File: src/ccp_pkg.sv
// Shared types, widths and constants of the column precipitation partition block.
// No dependencies; every other file in src imports this package.
package ccp_pkg;

   // Field widths and fixed-point scaling
   localparam int WaterBits   = 24;
   localparam int TempBits    = 16;
   localparam int FracBits    = 17;
   localparam int FracShift   = 16;
   localparam int SupplyBits  = WaterBits + 1;
   localparam int SmoothShift = 2 * FracShift;

   localparam logic [FracBits-1:0] OneQ16       = FracBits'(1) << FracShift;
   localparam logic [FracBits-1:0] CritRhReset  = FracBits'(52429);
   // smoothstep weight is 3 - 2p, with 3.0 in Q16
   localparam logic [FracBits:0]   WeightBase   = (FracBits+1)'(3) << FracShift;

   // Phase divider: quotient is Q16, remainder as wide as a temperature span
   localparam int QuotBits     = FracShift;
   localparam int RemBits      = TempBits;
   localparam int BitsPerStage = 2;
   localparam int DivStages    = QuotBits / BitsPerStage;

   // Pipeline depths
   localparam int WaterStages = 4;
   localparam int ConvStages  = 4;
   localparam int AlignDepth  = DivStages + ConvStages - WaterStages;
   localparam int PipeLatency = DivStages + ConvStages + 2;

   // Register port
   localparam int CsrAddrBits = 5;
   localparam int CsrIdxBits  = 3;
   localparam int CsrDataBits = 32;

   typedef enum logic [CsrIdxBits-1:0] {
      CSR_CONV_FRAC = 3'd0,
      CSR_CRIT_RH   = 3'd1,
      CSR_RESID_RH  = 3'd2,
      CSR_CONV_EFF  = 3'd3,
      CSR_ACT_TEMP  = 3'd4,
      CSR_FULL_TEMP = 3'd5
   } csr_index_type;

   typedef struct packed {
      logic [WaterBits-1:0]        column_water;
      logic [WaterBits-1:0]        plain_capacity;
      logic [WaterBits-1:0]        terrain_capacity;
      logic signed [WaterBits-1:0] convergence;
      logic [WaterBits-1:0]        evaporation;
      logic signed [TempBits-1:0]  surface_temp;
   } ccp_req_type;

   typedef struct packed {
      logic [WaterBits-1:0] stratiform_rain;
      logic [WaterBits-1:0] orographic_rain;
      logic [WaterBits-1:0] convective_rain;
   } ccp_rsp_type;

   // Fraction registers after clamping to 1.0
   typedef struct packed {
      logic [FracBits-1:0] conv_frac;
      logic [FracBits-1:0] crit_rh;
      logic [FracBits-1:0] resid_rh;
      logic [FracBits-1:0] conv_eff;
   } ccp_cfg_type;

   // One slot of the phase divider pipeline
   typedef struct packed {
      logic                ge_hi;
      logic                zero;
      logic [RemBits-1:0]  rem;
      logic [QuotBits-1:0] quot;
   } ccp_phase_type;

   // Condensation results of the water path
   typedef struct packed {
      logic [WaterBits-1:0] strat;
      logic [WaterBits-1:0] oro;
      logic [WaterBits-1:0] conv_avail;
   } ccp_water_type;

   function automatic logic [FracBits-1:0] clamp_frac(input logic [FracBits-1:0] f);
      return (f > OneQ16) ? OneQ16 : f;
   endfunction

endpackage

File: src/ccp_phase_div.sv
// Pipelined restoring divider for the smoothstep phase (t - lo) * 65536 / (hi - lo).
// Two quotient bits per stage; depends on ccp_pkg.
module ccp_phase_div (
   input  logic                          clock,
   input  logic                          reset,
   input  logic                          in_valid,
   input  ccp_pkg::ccp_phase_type        in_phase,
   input  logic [ccp_pkg::RemBits-1:0]   divisor,
   output logic                          out_valid,
   output logic [ccp_pkg::FracBits-1:0]  phase
);
   import ccp_pkg::*;

   logic [DivStages-1:0] vld_ff;
   logic [DivStages-1:0] vld_in;
   ccp_phase_type        st_ff [DivStages];
   ccp_phase_type        st_in [DivStages];
   ccp_phase_type        last;

   // Shift-and-subtract, BitsPerStage quotient bits
   function automatic ccp_phase_type div_step(input ccp_phase_type cur,
                                              input logic [RemBits-1:0] dvs);
      ccp_phase_type    nxt;
      logic [RemBits:0] shifted;
      logic             take;
      nxt = cur;
      for (int b = 0; b < BitsPerStage; b++) begin
         shifted  = {nxt.rem, 1'b0};
         take     = (shifted >= {1'b0, dvs});
         nxt.rem  = take ? RemBits'(shifted - {1'b0, dvs}) : shifted[RemBits-1:0];
         nxt.quot = {nxt.quot[QuotBits-2:0], take};
      end
      return nxt;
   endfunction

   // Next values of every stage
   always_comb begin
      vld_in   = {vld_ff[DivStages-2:0], in_valid};
      st_in[0] = div_step(in_phase, divisor);
      for (int k = 1; k < DivStages; k++) begin
         st_in[k] = div_step(st_ff[k-1], divisor);
      end
   end

   always_ff @(posedge clock) begin
      if (reset) begin
         vld_ff <= '0;
      end else begin
         vld_ff <= vld_in;
      end
   end

   always_ff @(posedge clock) begin
      for (int k = 0; k < DivStages; k++) begin
         st_ff[k] <= st_in[k];
      end
   end

   // Saturated ends of the ramp override the quotient
   always_comb begin
      last      = st_ff[DivStages-1];
      out_valid = vld_ff[DivStages-1];
      if (last.ge_hi) begin
         phase = OneQ16;
      end else if (last.zero) begin
         phase = '0;
      end else begin
         phase = {1'b0, last.quot};
      end
   end

endmodule

File: config.mk
export PLATFORM = sky130hd
export DESIGN_NAME = ccp_phase_div
export DESIGN_NICKNAME = d
export VERILOG_FILES = /design/src/ccp_pkg.sv /design/src/ccp_phase_div.sv
export SDC_FILE = /design/constraint.sdc
export NUM_CORES = 1
export LEC_CHECK = 0
export BUFFER_PORTS_ARGS = -buffer_cell sky130_fd_sc_hd__buf_4
export CAP_MARGIN = 20
export CORE_MARGIN = 2
export CORE_UTILIZATION = 44
export CTS_CLUSTER_SIZE = 30
export DETAILED_ROUTE_END_ITERATION = 10
export HOLD_SLACK_MARGIN = 0.03
export PLACE_DENSITY = 0.62
export SLEW_MARGIN = 10
export SYNTH_ARGS = -nofsm -noshare
export SYNTH_HDL_FRONTEND = slang
export SYNTH_SLANG_ARGS = --single-unit
export TNS_END_PERCENT = 20
File: constraint.sdc
create_clock -name clock -period 12.8 [get_ports clock]
set_input_delay 1.28 -clock clock [delete_from_list [all_inputs] [get_ports clock]]
set_output_delay 1.28 -clock clock [all_outputs]
set_load 0.01 [all_outputs]
==> results.ini <==
[clocking]
cts_buffers = 27
postCtsHoldBufs = 0
htreeDepth = 1
cts_tree = done
clkSinkCount = 208
cts_setup_buffers = 0
cts_buffer_depth = 3
ctsRootBufferMaster = clkbuf_16
ctsResizeCount = 0
clk_latency_ps = 590
cts.reportedPaths.clkPinSlew_ps = 70

[yosys]
synth_top_area_cell = dfxtp_1
synth-edff-count = 0
avgSynthCellArea_sq_um = 8.55
ys_seq_area_frac = 0.230
ys_seq_elements = 208
muxShareOfSynthArea = 0.0873
synthXorXnorAreaFrac = 0.0821
synth_compound_area_frac = 0.234
syn-num-nets = 2428
yosysTopAreaCellShare = 0.230
postSynth.asyncResetShare = 0
synth.distinct_cells = 95
syn_inst = 2119
yosys_warnings = 0
synth_top_family_by_area = compound AO/OA/AOI/OAI gates
synth_fa_ha_area_frac = 0.180
synth_area_leaders = dfxtp_1, ha_1, mux2_2
synth-main-ff-cell = dfxtp_1
syn-cell-area_sq_um = 18100
synth-simple-area-share = 0.160

[routing]
topRoutingLayerUsed = met4
num_vias = 16000
met3WireLength_microns = 2020
via_per_inst = 5.85
routed_wirelength_microns = 48500
drtIter0Drc = 992
drt_pass1_iterations = 8
ant_nets = 0
route.detailed.wl_per_inst_microns = 17.7
met2_wirelength_microns = 22400
wl_met1_microns = 22800
drc_errors = 0

[timing]
finalHoldViolCount = 0
skew_ps = 49.1
min_period_over_period = 0.548
setup_viol = 0
whs_ps = 319
max_freq_ghz = 0.143
slew-limit-headroom = 0.314
setup_tns_ps = 0
fin_crit_ps = 7020
rsz0062_at_grt = false
slew_violations = 0
worst_slew_pin_slew_ps = 1020

[global_route]
grt-ovfl-total = 0
grt_pass1_vias = 15200
grt_max_degree = 37
antenna_found_initial = 0
grt_pass1_wl_microns = 77800
grt_usage = 0.226

[layout]
flow.area_growth_from_synthesis_pct = 11.2
nNetsFinal = 2494
nFillCells = 3935
drive_above_1_share = 0.132
antenna-diode-count = 0
postLayoutCellArea_sq_um = 20200
finalNonFillerCells = 2736

[worst_setup_path]
crit_chain = buf_4 > inv_1 > buf_4 > ha_1 > a21o_1 > a211o_1 > or3_1 > o21ai_2 > inv_2 > mux2_2 > ha_1 > a21o_1 > a21oi_1 > o21ai_1 > a211o_1 > a221o_1 > nor3_2 > nand2b_1 > and3b_1 > a221o_1
end_kind = flop
cp-start-kind = input port
crit_required_ps = 13240
path_class = input port to flop
worstPathMaxFanout = 16
cp_slowest_cell = nor3_2
slowest_delay_ps = 780
crit_arrival_ps = 7460

[hold_path]
hold_path.class = flop to flop

[floorplan]
die_w_microns = 207
dieArea_sq_um = 42800
top_level_ports = 71
die_y_microns = 207
initial_core_util = 0.445
coreArea_sq_um = 40700
row_count = 74

[flow_run]
cap_violations = 0

[placement]
hpwl_microns = 35700
port_buffers = 54
dp.cells = 2687
placed_cell_area_sq_um = 19200
place.gp.congestion = 0.904

[status]
status = finished clean

==> state kept, by name (all words and copies together) (netlist names) <==
signal	flops
st_ff	200
vld_ff	8
==> worst max-delay path: cells and delay by family <==
| kind | cells | cell delay, ps |
|---|---|---|
| AOI/OAI and AO/OA | 9 | 2370 |
| adders and majority gates | 2 | 720 |
| buffers and inverters | 4 | 750 |
| muxes | 1 | 330 |
| and+or+nand+nor | 4 | 1980 |
==> layout make-up <==
type / instances / area (sq um) / area share
Clock buffer: 33 / 718 / 0.0356
Clock inverter: 15 / 262 / 0.0130
Inverter: 78 / 293 / 0.0145
Multi-Input combinational cell: 1795 / 13500 / 0.669
Sequential cell: 208 / 4160 / 0.207
Tap cell: 532 / 666 / 0.0330
Timing Repair Buffer: 75 / 567 / 0.0281
==> per-layer routing <==
layer  vias up  track usage
met4         0       0.0714
met3        87       0.0231
li1       8004            -
met5         -            0
met2       360        0.382
met1      7560        0.301
==> final timing paths <==
kind | slack (ps) | start | depth (start not counted) | end
worst min register to register | 320 | st_ff[1][73]$_DFF_P_ | 0 | st_ff[1][109]$_DFF_P_
worst max register to register | 6640 | st_ff[0][51]$_DFF_P_ | 18 | st_ff[0][96]$_DFF_P_
worst max-delay path | 5780 | divisor[14] | 20 | st_ff[0][96]$_DFF_P_
worst min-delay path | 320 | st_ff[1][73]$_DFF_P_ | 0 | st_ff[1][109]$_DFF_P_
==> cells by family (layout without fill, tap and decap cells) <==
family | after synthesis | in the layout
AO/OA/AOI/OAI | 636 | 636
AND/OR/NAND/NOR | 595 | 595
adder cells (fa/ha/maj) | 256 | 256
flip-flops | 208 | 208
XOR/XNOR | 169 | 169
multiplexers | 139 | 139
buffers and inverters | 116 | 201
==> cell usage in the layout (no fill, tap or decap), drive strengths merged, types with 7 or more instances in the layout <==
cell	n
a221o	14
xor2	48
a211o	13
mux2	135
nand2	124
inv	81
ha	248
nor2	193
o21ai	118
buf	75
or3	13
dfxtp	208
xnor2	121
nand3	42
and2	31
a211oi	26
o31ai	16
a21boi	9
o21a	42
o21bai	27
a221oi	7
nor4	7
fa	8
o31a	10
nand4	34
a21oi	185
o211ai	14
clkbuf	33
nor2b	34
a21o	74
and3	17
or2	8
nor3	45
a31oi	21
nand2b	19
==> synthesized netlist by cell type (all sizes together) (34+ instances only) <==
library cell and number:
o21a 42, a21o 74, mux2 135, nand3 42
inv 78, ha 248, xor2 48, nand2 124
nand4 34, dfxtp 208, xnor2 121, nor2b 34
a21oi 185, nor3 45, o21ai 118, nor2 193
==> metrics by stage <==
step	worst slack, ps	util
after floorplan	6220	-
after global placement	5310	0.470
after detailed placement	5220	0.470
after CTS	5820	0.494
after global routing	5450	0.495
final	5780	0.495
Power is left out: the tool's default activity adds up to more than one toggle a clock period on the data nets, which glitch-free logic cannot reach.
