[src/ccp_pkg.sv]
// Shared types, widths and constants of the column precipitation partition block.
// No dependencies; every other file in src imports this package.
package ccp_pkg;

   // Field widths and fixed-point scaling
   localparam int WaterBits   = 24;
   localparam int TempBits    = 16;
   localparam int FracBits    = 17;
   localparam int FracShift   = 16;
   localparam int SupplyBits  = WaterBits + 1;
   localparam int SmoothShift = 2 * FracShift;

   localparam logic [FracBits-1:0] OneQ16       = FracBits'(1) << FracShift;
   localparam logic [FracBits-1:0] CritRhReset  = FracBits'(52429);
   // smoothstep weight is 3 - 2p, with 3.0 in Q16
   localparam logic [FracBits:0]   WeightBase   = (FracBits+1)'(3) << FracShift;

   // Phase divider: quotient is Q16, remainder as wide as a temperature span
   localparam int QuotBits     = FracShift;
   localparam int RemBits      = TempBits;
   localparam int BitsPerStage = 2;
   localparam int DivStages    = QuotBits / BitsPerStage;

   // Pipeline depths
   localparam int WaterStages = 4;
   localparam int ConvStages  = 4;
   localparam int AlignDepth  = DivStages + ConvStages - WaterStages;
   localparam int PipeLatency = DivStages + ConvStages + 2;

   // Register port
   localparam int CsrAddrBits = 5;
   localparam int CsrIdxBits  = 3;
   localparam int CsrDataBits = 32;

   typedef enum logic [CsrIdxBits-1:0] {
      CSR_CONV_FRAC = 3'd0,
      CSR_CRIT_RH   = 3'd1,
      CSR_RESID_RH  = 3'd2,
      CSR_CONV_EFF  = 3'd3,
      CSR_ACT_TEMP  = 3'd4,
      CSR_FULL_TEMP = 3'd5
   } csr_index_type;

   typedef struct packed {
      logic [WaterBits-1:0]        column_water;
      logic [WaterBits-1:0]        plain_capacity;
      logic [WaterBits-1:0]        terrain_capacity;
      logic signed [WaterBits-1:0] convergence;
      logic [WaterBits-1:0]        evaporation;
      logic signed [TempBits-1:0]  surface_temp;
   } ccp_req_type;

   typedef struct packed {
      logic [WaterBits-1:0] stratiform_rain;
      logic [WaterBits-1:0] orographic_rain;
      logic [WaterBits-1:0] convective_rain;
   } ccp_rsp_type;

   // Fraction registers after clamping to 1.0
   typedef struct packed {
      logic [FracBits-1:0] conv_frac;
      logic [FracBits-1:0] crit_rh;
      logic [FracBits-1:0] resid_rh;
      logic [FracBits-1:0] conv_eff;
   } ccp_cfg_type;

   // One slot of the phase divider pipeline
   typedef struct packed {
      logic                ge_hi;
      logic                zero;
      logic [RemBits-1:0]  rem;
      logic [QuotBits-1:0] quot;
   } ccp_phase_type;

   // Condensation results of the water path
   typedef struct packed {
      logic [WaterBits-1:0] strat;
      logic [WaterBits-1:0] oro;
      logic [WaterBits-1:0] conv_avail;
   } ccp_water_type;

   function automatic logic [FracBits-1:0] clamp_frac(input logic [FracBits-1:0] f);
      return (f > OneQ16) ? OneQ16 : f;
   endfunction

endpackage

[src/ccp_convect.sv]
// Convective demand: cubic smoothstep of the phase, times supply, times efficiency.
// Four register stages with one multiplier each; depends on ccp_pkg.
module ccp_convect (
   input  logic                           clock,
   input  logic                           reset,
   input  logic                           in_valid,
   input  logic [ccp_pkg::FracBits-1:0]   phase,
   input  logic [ccp_pkg::SupplyBits-1:0] supply,
   input  logic [ccp_pkg::FracBits-1:0]   conv_eff,
   output logic                           out_valid,
   output logic [ccp_pkg::SupplyBits-1:0] demand
);
   import ccp_pkg::*;

   localparam int SqBits   = 2 * FracBits;
   localparam int CubeBits = SqBits + FracBits + 1;
   localparam int ScaBits  = SupplyBits + FracBits;

   logic [CubeBits-1:0]   cube_mul;
   logic [ScaBits-1:0]    sup_mul, eff_mul;

   logic [ConvStages-1:0] vld_ff, vld_in;
   // stage 1: p squared and the 3 - 2p weight
   logic [SqBits-1:0]     pp_ff, pp_in;
   logic [FracBits:0]     wt_ff, wt_in;
   logic [SupplyBits-1:0] sup1_ff, sup1_in;
   // stage 2: smoothstep value, Q16
   logic [FracBits-1:0]   ss_ff, ss_in;
   logic [SupplyBits-1:0] sup2_ff, sup2_in;
   // stage 3: supply scaled by instability
   logic [SupplyBits-1:0] scaled_ff, scaled_in;
   // stage 4: times efficiency
   logic [SupplyBits-1:0] dem_ff, dem_in;

   always_comb begin
      vld_in    = {vld_ff[ConvStages-2:0], in_valid};
      pp_in     = SqBits'(phase) * SqBits'(phase);
      wt_in     = WeightBase - {phase, 1'b0};
      sup1_in   = supply;

      cube_mul  = CubeBits'(pp_ff) * CubeBits'(wt_ff);
      ss_in     = cube_mul[SmoothShift+FracBits-1:SmoothShift];
      sup2_in   = sup1_ff;

      sup_mul   = ScaBits'(sup2_ff) * ScaBits'(ss_ff);
      scaled_in = sup_mul[SupplyBits+FracShift-1:FracShift];

      eff_mul   = ScaBits'(scaled_ff) * ScaBits'(conv_eff);
      dem_in    = eff_mul[SupplyBits+FracShift-1:FracShift];
   end

   always_ff @(posedge clock) begin
      if (reset) begin
         vld_ff <= '0;
      end else begin
         vld_ff <= vld_in;
      end
   end

   always_ff @(posedge clock) begin
      pp_ff     <= pp_in;
      wt_ff     <= wt_in;
      sup1_ff   <= sup1_in;
      ss_ff     <= ss_in;
      sup2_ff   <= sup2_in;
      scaled_ff <= scaled_in;
      dem_ff    <= dem_in;
   end

   assign out_valid = vld_ff[ConvStages-1];
   assign demand    = dem_ff;

endmodule

[config.mk]
export PLATFORM = sky130hd
export DESIGN_NAME = ccp_convect
export DESIGN_NICKNAME = d
export VERILOG_FILES = /design/src/ccp_pkg.sv /design/src/ccp_convect.sv
export SDC_FILE = /design/constraint.sdc
export NUM_CORES = 2
export LEC_CHECK = 0
export ABC_CLOCK_PERIOD_IN_PS = 8850
export BUFFER_PORTS_ARGS = -buffer_cell sky130_fd_sc_hd__buf_2
export CORE_ASPECT_RATIO = 0.7
export CORE_MARGIN = 1.5
export CORE_UTILIZATION = 40
export CTS_CLUSTER_SIZE = 40
export DETAILED_ROUTE_END_ITERATION = 16
export PLACE_DENSITY_LB_ADDON = 0.08
export REMOVE_ABC_BUFFERS = 1
export SETUP_SLACK_MARGIN = 0.1
export SYNTH_ARGS = -nofsm -noshare
export SYNTH_HDL_FRONTEND = slang
export SYNTH_SLANG_ARGS = --single-unit
[constraint.sdc]
create_clock -name clock -period 8.85 [get_ports clock]
set_clock_uncertainty 0.05 [all_clocks]
set_input_delay 0.885 -clock clock [delete_from_list [all_inputs] [get_ports clock]]
set_output_delay 0.885 -clock clock [all_outputs]
set_load 0.02 [all_outputs]
==> results_dict.tcl <==
set metrics [dict create \
    cts-resized-gates 0 \
    ios 88 \
    final_antenna_net_count 0 \
    wl_per_cell_um 19.5 \
    cts_tree "built" \
    whs_ps 249 \
    criticalPathCategory "reg2reg" \
    arrival_ps 7680 \
    die_area_sq_mm 0.139 \
    synth.avg_cell_area_sq_um 9.05 \
    critPathMaxFanout 13 \
    dr_total_vias 37600 \
    period_share_pct 81.8 \
    finish.instance_area_sq_mm 0.0579 \
    nFillCells 13700 \
    timing.fmax_ghz 0.138 \
    yosys_warnings 0 \
    cp_data_required_time_ps 9290 \
    start_kind "flip-flop" \
    cap_viol_max_count 0 \
    drive_gt1_share_pct 4.12 \
    via_per_inst 4.80 \
    slew_headroom_pct 17.1 \
    cts.sinks 170 \
    h-tree-depth 4 \
    final-setup-viol-count 0 \
    hold_class "reg2reg" \
    post_cts_buffers 0 \
    wl_mm 152 \
    nets 7903 \
    gr-total-overflow 0 \
    cts_hold_buffers 0 \
    fp.dieW_um 445 \
    tightest_slew_ps 1240 \
    synth-edff-count 0 \
    maxSlewViolCount 0 \
    post-route-util_pct 42.7 \
    ys_seq_elements 170 \
    async_reset_ff_share_pct 0 \
    dp.final_hpwl_mm 122 \
    hold_viol 0 \
    port_buffers 87 \
    clkLatencyLatePin_ps 550 \
    synthFlopType "dfxtp_1" \
    antenna_found_initial 6 \
    route.detailed.drc 0 \
    rsz0062_at_grt "no" \
    whs_path_depth 0 \
    layout_min_cycle_time_ps 7240 \
    cts_buffers 17 \
    grt_max_degree 34 \
    grt_pass1_vias 41500 \
    grt.total_usage_pct 23.2 \
    drtIter0Drc 2189 \
    cts.clk_slew.worst_paths_ps 110 \
    yosysUniqueCellTypes 72 \
    cts_root_buffer "clkbuf_16" \
    clock_path_buffers 2 \
    register_area_sq_mm 0.00341 \
    grt_pass1_wl_mm 247 \
    area_growth_pct 5.76 \
    tns_ps 0 \
    fp.coreArea_sq_mm 0.136 \
    initial_utilization_pct 40.4 \
    syn-cell-area_sq_mm 0.0548 \
    end_kind "flip-flop" \
    place_area_sq_mm 0.0573 \
    synthCells 6055 \
    multi_input_area_sq_mm 0.0443 \
    status "finished, final reports clean" \
    die_height_um 313 \
    yosysSeqAreaShare_pct 6.21 \
    rows 113 \
    gp_congestion 0.863 \
    rr_worst_depth 22 \
    drt_first_pass_iters 5 \
]
-- metal layers --
metal	global-route usage (%)	vias up	wire length, um
li1	-	17200	-
met1	37.4	19400	79900
met2	32.5	890	60900
met3	4.14	78	9940
met4	3.49	0	1690
met5	0	-	0
-- final timing paths --
path / from / to / slack [ps]
setup / recovery: pp_ff[17] / ss_ff[16] / 1610
hold / removal: sup1_ff[11] / sup2_ff[11] / 250
setup reg to reg: pp_ff[17] / ss_ff[16] / 1610
hold reg to reg: sup1_ff[11] / sup2_ff[11] / 250
-- registers in the layout, summed over array words and instances (netlist names) --
name	cells
scaled_ff	25
ss_ff	17
vld_ff	4
demand	25
wt_ff	16
sup1_ff	25
pp_ff	33
sup2_ff	25
-- cells in the mapped netlist, drive strengths merged (13+ instances only) --
cell | count | area, sq um
fa | 1342 | 26900
xor2 | 35 | 307
nand3 | 19 | 95.1
and3 | 16 | 100
nor2b | 17 | 106
a21o | 44 | 330
dfxtp | 170 | 3400
ha | 471 | 5890
o21ai | 44 | 228
nand2 | 937 | 3520
clkbuf | 238 | 893
xnor2 | 88 | 771
o21a | 17 | 128
and2 | 637 | 3990
a21oi | 85 | 429
inv | 1652 | 6200
nor2 | 82 | 310
nor3 | 21 | 105
a31oi | 13 | 87.6
-- cell type report --
cell class,instances,share of cell area (%)
Multi-Input combinational cell,4000,76.5
Inverter,1653,10.7
Sequential cell,170,5.89
Tap cell,1782,3.85
Timing Repair Buffer,186,2.03
Clock buffer,17,0.734
Clock inverter,15,0.298
Antenna cell,3,0.0130
-- stage by stage --
step,instances,worst slack [ps]
after global placement,7791,1440
after CTS,7823,1630
after detailed placement,7791,1380
final,7826,1610
after floorplan,5823,2620
after global routing,7823,1200
-- cell families after synthesis --
kind of cell	count (synthesis)	synth area share, %
simple gates	1780	15.7
other cells	2	0.0137
xor+xnor	123	1.97
buf+inv	1891	13.0
compound gates	274	3.32
mux	2	0.0388
fa+ha+maj	1813	59.8
flops	170	6.21
-- cell usage in the layout (no fill, tap or decap), types with 4 or more instances in the layout --
| cell type | Yosys | layout |
|---|---|---|
| nand2_1 | 936 | 936 |
| and3_1 | 16 | 16 |
| inv_8 | 0 | 5 |
| o21a_1 | 17 | 17 |
| nand3_1 | 19 | 19 |
| ha_1 | 471 | 471 |
| a31oi_1 | 12 | 12 |
| nor3b_1 | 4 | 4 |
| o21bai_1 | 9 | 9 |
| nor3_1 | 21 | 21 |
| xor2_1 | 35 | 35 |
| o211ai_1 | 12 | 12 |
| o2111ai_1 | 4 | 4 |
| nand3b_1 | 4 | 4 |
| inv_1 | 1652 | 1652 |
| conb_1 | 2 | 8 |
| buf_2 | 0 | 87 |
| dfxtp_2 | 0 | 9 |
| o21ai_1 | 11 | 11 |
| clkinv_4 | 0 | 4 |
| nor2b_1 | 17 | 17 |
| fa_1 | 1342 | 1342 |
| nand4_1 | 9 | 9 |
| a21oi_1 | 84 | 84 |
| clkinv_8 | 0 | 4 |
| a21o_1 | 44 | 44 |
| a21boi_0 | 5 | 5 |
| and2_1 | 636 | 636 |
| xnor2_1 | 88 | 88 |
| dfxtp_1 | 170 | 161 |
| nand2b_1 | 11 | 11 |
| a211oi_1 | 12 | 12 |
| or2_2 | 6 | 6 |
| clkbuf_16 | 0 | 17 |
| buf_4 | 0 | 99 |
| nor2_1 | 81 | 81 |
| o21ai_0 | 31 | 31 |
-- worst max-delay path, cell delays in order, from the launching register on --
cell and delay (ps):
dfxtp_1 980, buf_4 290, nand2_1 90, fa_1 540, inv_1 60, fa_1 570, fa_1 460, fa_1 460
fa_1 490, inv_1 50, fa_1 480, inv_1 40, ha_1 320, a21oi_1 150, nor2_1 60, a211oi_1 350
o2111ai_1 200, nand3_1 300, o21ai_1 180, a41oi_1 420, o21ai_1 160, o41ai_1 340, xnor2_1 160
Power is left out: the tool's default activity adds up to more than one toggle a clock period on the data nets, which glitch-free logic cannot reach.
